===== config.mk =====
export PLATFORM = sky130hd
export DESIGN_NAME = coi_ring_window
export DESIGN_NICKNAME = d
export VERILOG_FILES = /design/src/design/coi_ring_window.sv
export SDC_FILE = /design/constraint.sdc
export NUM_CORES = 1
export LEC_CHECK = 0
export BUFFER_PORTS_ARGS = -buffer_cell sky130_fd_sc_hd__buf_2
export CORE_MARGIN = 1
export CORE_UTILIZATION = 35
export CTS_CLUSTER_DIAMETER = 40
export DETAILED_ROUTE_END_ITERATION = 16
export HOLD_SLACK_MARGIN = 0.1
export PLACE_DENSITY = 0.59
export SETUP_SLACK_MARGIN = 0.2
export SYNTH_ARGS = -nofsm -noshare
export SYNTH_HDL_FRONTEND = slang
export SYNTH_SLANG_ARGS = --single-unit

===== constraint.sdc =====
create_clock -name clk -period 4.5 [get_ports clk]
set_clock_uncertainty 0.05 [all_clocks]
set_input_delay 0.675 -clock clk [delete_from_list [all_inputs] [get_ports clk]]
set_output_delay 0.675 -clock clk [all_outputs]
set_load 0.02 [all_outputs]

===== src/design/coi_ring_window.sv =====
module coi_ring_window #(
    parameter int RADIUS = 2,
    parameter int WW     = 11,
    parameter int CW     = 10,
    parameter int HW     = 11,
    parameter int ORW    = 10
) (
    input  logic                clk,
    input  logic                rst_n,
    input  logic                shift_en,
    input  logic [2*RADIUS:0]   col_vec,
    input  logic [CW-1:0]       out_col,
    input  logic [ORW-1:0]      out_row,
    input  logic [WW-1:0]       eff_w,
    input  logic [HW-1:0]       eff_h,
    output logic                blocked
);
    localparam int N = 2 * RADIUS + 1;

    logic [N-1:0]          win_reg  [N];
    logic [N-1:0]          win_next [N];
    logic signed [WW+1:0]  col_pos  [N];
    logic signed [HW+1:0]  row_pos  [N];
    logic [N-1:0]          col_ok;
    logic [N-1:0]          row_ok;

    // Slot j holds the column RADIUS-j to the right of the centre; bit i of a
    // slot is the row RADIUS-i below the centre.
    always_comb
    begin
        win_next[0] = col_vec;
        for (int j = 1; j < N; j++)
        begin
            win_next[j] = win_reg[j-1];
        end
        for (int j = 0; j < N; j++)
        begin
            col_pos[j] = $signed((WW+2)'(out_col)) + (WW+2)'(RADIUS - j);
            col_ok[j]  = !col_pos[j][WW+1] && (col_pos[j] < $signed((WW+2)'(eff_w)));
            row_pos[j] = $signed((HW+2)'(out_row)) + (HW+2)'(RADIUS - j);
            row_ok[j]  = !row_pos[j][HW+1] && (row_pos[j] < $signed((HW+2)'(eff_h)));
        end
        blocked = win_next[RADIUS][RADIUS];
        for (int j = 0; j < N; j++)
        begin
            for (int i = 0; i < N; i++)
            begin
                if ((i == 0) || (i == N - 1) || (j == 0) || (j == N - 1))
                begin
                    blocked = blocked | (win_next[j][i] & col_ok[j] & row_ok[i]);
                end
            end
        end
    end

    always_ff @(posedge clk or negedge rst_n)
    begin
        if (!rst_n)
        begin
            for (int j = 0; j < N; j++)
            begin
                win_reg[j] <= '0;
            end
        end
        else if (shift_en)
        begin
            for (int j = 0; j < N; j++)
            begin
                win_reg[j] <= win_next[j];
            end
        end
    end

endmodule


After elaboration in Yosys (flattened, before gate mapping)
Cells that the tools add are included.
Widths: inputs -> output; s select.
- reductions and logical operators: 16
- magnitude comparators: 10
- bitwise operators: 48
- add/subtract/negate cells: 8
- operator list (cell ; number):
    $lt 12x12->1 ; 4
    $lt 11x11->1 ; 4
    $and 1x1->1 ; 32
    $add 11x1->12 const B ; 2
    $add 11x2->12 const B ; 2
    $add 10x1->11 const B ; 2
    $add 10x2->11 const B ; 2
    $lt 10x11->1 ; 2
    $or 1x1->1 ; 16
    $logic_and 1x1->1 ; 8
    $logic_not 1->1 ; 4
    $logic_not 1->1 const A ; 4
- logic and storage cells: 86
- input bits: 50
- output and inout bits: 1
- register bits after elaboration: 20

Depth between registers and ports, before layout
- word-level depth: 21
- mapped depth: 16
- mapped depth without buffers: 15

Least setup slack after synthesis
No wires, ideal clock.
- path type: input to output
- start point: input out_row[2]
- end point: output blocked
- required time: 3775 ps
- data arrival time: 3996 ps
- path buffers: 1
- cell stages on the path: 15
- slack: -221 ps
- path through: clkbuf_1 inv_1 ha_1 or3b_4 nor3_1 nand2_1 xnor2_1 ha_1 and3_1 a221o_1 a211oi_1 o21a_1 a22oi_1 a2111oi_1 a2111o_1
- cells in the longest elaborated chain, start to end: 20
- ends and longest elaborated chain (element ; RTL line ; text):
    start, declared ; 13 ; input logic [ORW-1:0] out_row,
    $add 10x2->11 ; 40 ; row_pos[j] = $signed((HW+2)'(out_row)) + (HW+2)'(RADIUS - j);
    $lt 11x11->1 ; 41 ; row_ok[j] = !row_pos[j][HW+1] && (row_pos[j] < $signed((HW+2)'(eff_h)));
    $logic_and 1x1->1 ; 41 ;
    $and 1x1->1 ; 50 ; blocked = blocked | (win_next[j][i] & col_ok[j] & row_ok[i]);
    $or 1x1->1 (15 in a row) ; 50 ;
    $or 1x1->1 * ; 50 ;
    end, declared ; 16 ; output logic blocked
Mark *: on every way between the ends. The rest lies on a longest branch, timed or not.

Final worst setup path
- start point: input out_row[1]
- end point: output blocked
The elaborated chain is that of the path after synthesis.

==> results.cfg <==
[grt]
initial_antenna_violation_count = 0
pin_count_of_the_biggest_net_entering_global_routing = 21
globalRouteTotalUtil_pct = 17.1
grt_pass1_wl_um = 16500
first_global_vias = 3552
grt-ovfl-total = 0

[synthesis]
synth.mux.area_fraction_pct = 5.50
yosys.area.top_type = sky130_fd_sc_hd__ha_1
proportion_of_synthesized_chip_area_in_sequential_cells_pct = 12.2
synth_top_area_share_pct = 32.7
share_of_the_synthesized_netlist_area_taken_by_xor_and_xnor_gates_pct = 12.8
syn_area_per_cell_sq_um = 8.43
postSynth.topFlopCell = sky130_fd_sc_hd__dfrtp_1
complex_gate_fraction_of_the_synthesized_area_pct = 15.5
synth_top_family_by_area = adder cells
synth_async_sr_flop_share_pct = 100
syn-num-nets = 643
yosys-top-cells-area = sky130_fd_sc_hd__ha_1 (33%), sky130_fd_sc_hd__dfrtp_1 (12%), sky130_fd_sc_hd__xnor2_1 (6.6%), sky130_fd_sc_hd__xor2_1 (6.2%), sky130_fd_sc_hd__mux2_2 (5.5%)
mapped_cell_area_sq_um = 4100
synthAdderAreaFrac_pct = 32.7
synth_simple_gate_area_share_pct = 16.3
postSynthCellCount = 486
synth-edff-count = 0
yosysWarningCount = 0
synth_cell_types = 50
postSynthRegisterBits = 20

[sta]
rsz0062_at_grt = yes
worstMarginPinSlew_ns = 0.627
relSlewSlack_pct = 57.9
final_setup_violation_count = 1
hold_viol = 0
final_critical_path_setup_slack_ns = -0.0332
finalCriticalPeriod_ns = 4.53
maxClockFrequency_ghz = 0.221
slew_violations = 0
layout_worst_path_cycle_share_pct = 101

[drt]
drt_first_iter_violations = 109
remaining_antenna_violation_count_after_routing = 0
met3_wirelength_um = 285
drt_drc_violations_left = 0
via_per_inst = 5.22
drt-met1-wl_um = 4910
routed_wire_length_per_instance_um = 14.4
routed_wirelength_um = 9910
route.met2.wl_um = 4620
topRoutingLayerUsed = met4
via_count = 3587
detailedRoute.firstPassIterationCount = 8

[cells_and_area]
final_common_cell = sky130_fd_sc_hd__ha_1
drive_gt1_share_pct = 21.1
final_cell_mix = sky130_fd_sc_hd__ha_1 (106), sky130_fd_sc_hd__buf_2 (47), sky130_fd_sc_hd__nand2_1 (38), sky130_fd_sc_hd__inv_1 (31), sky130_fd_sc_hd__xnor2_1 (30)
final_net_count = 702
antenna-diode-count = 0
flow.area_growth_from_synthesis_pct = 17.7
largest_reg_flops = 20
finish.instance_area_sq_um = 4820
filler_cell_count = 1153

[floorplan]
initial_utilization_pct = 35.9
chipWidth_um = 110
boundaryPins = 51
design.die.area_sq_um = 12100
placementRows = 39
core-area_sq_um = 11400
die_height_um = 110

[worst_setup_path]
worst-r2r-setup-slack_ns = 3.66
setup.worst_path.end = blocked
timing.setup.critical_path_class = in -> out
timing.critical_path.slowest_stage_cell = sky130_fd_sc_hd__or3b_4
worst_setup_path_startpoint = out_row[1]
worst-endpoint-required_ns = 3.77
reg_to_reg_startpoint = win_next[1]$_DFFE_PN0P_
worstPathCellList = buf_8 -> inv_4 -> ha_4 -> or3b_4 -> nor3_4 -> nand2_2 -> xnor2_2 -> ha_1 -> and3_4 -> a221o_1 -> a211oi_2 -> o21a_1 -> a22oi_2 -> a2111oi_2 -> a2111o_1 -> buf_6
critPathMaxStageDelay_ns = 0.40
endpoint_kind = primary output
critPathMaxFanout = 3
r2r_end = win_next[1]$_DFFE_PN0P_
startpoint_type = input pin
crit_arrival_ns = 3.81
worstRegToRegCells = 1

[hold_path]
hold_class = in -> async

[placement]
dpl-instance-area_sq_um = 4620
dpl_worst_slack_ns = -0.131
post-dp-hpwl_um = 8420
globalplace.congestion = 0.830
number_of_buffers_added_on_ports = 50

[flow_run]
max_cap_viol_count = 0

[clock_network]
cts_inserted_buffers = 3
clock_sink_count = 20
clock_path_buffers = 2
ctsRootBufferMaster = sky130_fd_sc_hd__clkbuf_16
tritoncts = yes
clock_latency_ns = 0.24
clk_transition_reported_paths_ns = 0.05
htree_num_levels = 1

[power_and_ir_drop]
power.density_cell_area_nw_per_um2 = 172
ir_worst_vdd_mv = 0.164
leakagePower_uw = 0.00241

[outcome]
violations = negative setup slack
status = finished with violations
stage by stage:
stage | utilization (%) | total power, uW | setup TNS (ns) | hold WS, ns | instances
2_1_floorplan | - | 507 | 0 | 0.329 | 486
3_3_place_gp | 40.5 | 612 | -0.0527 | 0.436 | 680
6_report | 42.3 | 831 | -0.0332 | 0.319 | 687
5_1_grt | 42.3 | 906 | -0.172 | 0.354 | 687
4_1_cts | 41.5 | 829 | 0 | 0.337 | 684
3_5_place_dp | 40.5 | 628 | -0.131 | 0.439 | 680
area by class of cell:
cell class | instances | area [sq um] | area share (%)
timing repair buffer | 73 | 458 | 9.49
clock buffer | 4 | 88.8 | 1.84
tap | 143 | 179 | 3.71
multi-input combinational | 414 | 3460 | 71.7
sequential | 20 | 500 | 10.4
inverter | 33 | 139 | 2.88
worst min-delay path by stage:
stage                                  start                        to  slack [ns]  depth (start not counted)
floorplan                              rst_n   win_next[0]$_DFFE_PN0P_        0.33                          0
global placement     win_next[7]$_DFFE_PN0P_   win_next[7]$_DFFE_PN0P_        0.44                          1
detailed placement  win_next[13]$_DFFE_PN0P_   win_next[8]$_DFFE_PN0P_        0.44                          1
CTS                                    rst_n   win_next[6]$_DFFE_PN0P_        0.34                          1
global route                           rst_n   win_next[6]$_DFFE_PN0P_        0.35                          1
finish                                 rst_n  win_next[13]$_DFFE_PN0P_        0.32                          1
repair_timing:
item | CTS | global route
endpoints found under the setup margin | 1 | 1
hold buffers | 0 | 0
resized for setup | 9 | 16
setup buffers | 0 | 3
pin swaps | 6 | 14
metal layers:
metal	vias to the layer above	GRT usage, %
met2	54	30.2
met5	-	0
met4	0	2.54
met3	6	0.823
met1	1649	23.5
li1	1878	-
kinds of logic after synthesis:
group | Yosys count
multiplexers | 20
XOR/XNOR | 60
AND/OR/NAND/NOR | 132
buffers and inverters | 52
flip-flops | 20
adder cells (fa/ha/maj) | 107
AO/OA/AOI/OAI | 95
power by group:
part           internal, uW  switching [uW]
Sequential              211            19.7
Clock                   135            59.9
Combinational           193             212
cells in the mapped netlist, types with 5 or more instances:
| cell type | n |
|---|---|
| sky130_fd_sc_hd__nand3_1 | 12 |
| sky130_fd_sc_hd__a21o_1 | 11 |
| sky130_fd_sc_hd__and3_1 | 11 |
| sky130_fd_sc_hd__a211oi_1 | 5 |
| sky130_fd_sc_hd__xnor2_1 | 31 |
| sky130_fd_sc_hd__inv_1 | 33 |
| sky130_fd_sc_hd__clkbuf_1 | 12 |
| sky130_fd_sc_hd__nor4_1 | 5 |
| sky130_fd_sc_hd__o21ai_0 | 14 |
| sky130_fd_sc_hd__ha_1 | 107 |
| sky130_fd_sc_hd__xor2_1 | 29 |
| sky130_fd_sc_hd__nand2_1 | 39 |
| sky130_fd_sc_hd__a21oi_1 | 29 |
| sky130_fd_sc_hd__dfrtp_1 | 20 |
| sky130_fd_sc_hd__nor2_1 | 24 |
| sky130_fd_sc_hd__nor2b_1 | 6 |
| sky130_fd_sc_hd__nand4_1 | 7 |
| sky130_fd_sc_hd__nor3_1 | 13 |
| sky130_fd_sc_hd__mux2_2 | 20 |
critical path, delay by kind of cell:
family,cells,cell delay [ns]
fa+ha+maj,2,0.46
simple gates,4,0.91
compound gates,6,1.35
buf+inv,3,0.28
xor+xnor,1,0.13
Note: power is estimated with default switching activity, not from simulation.
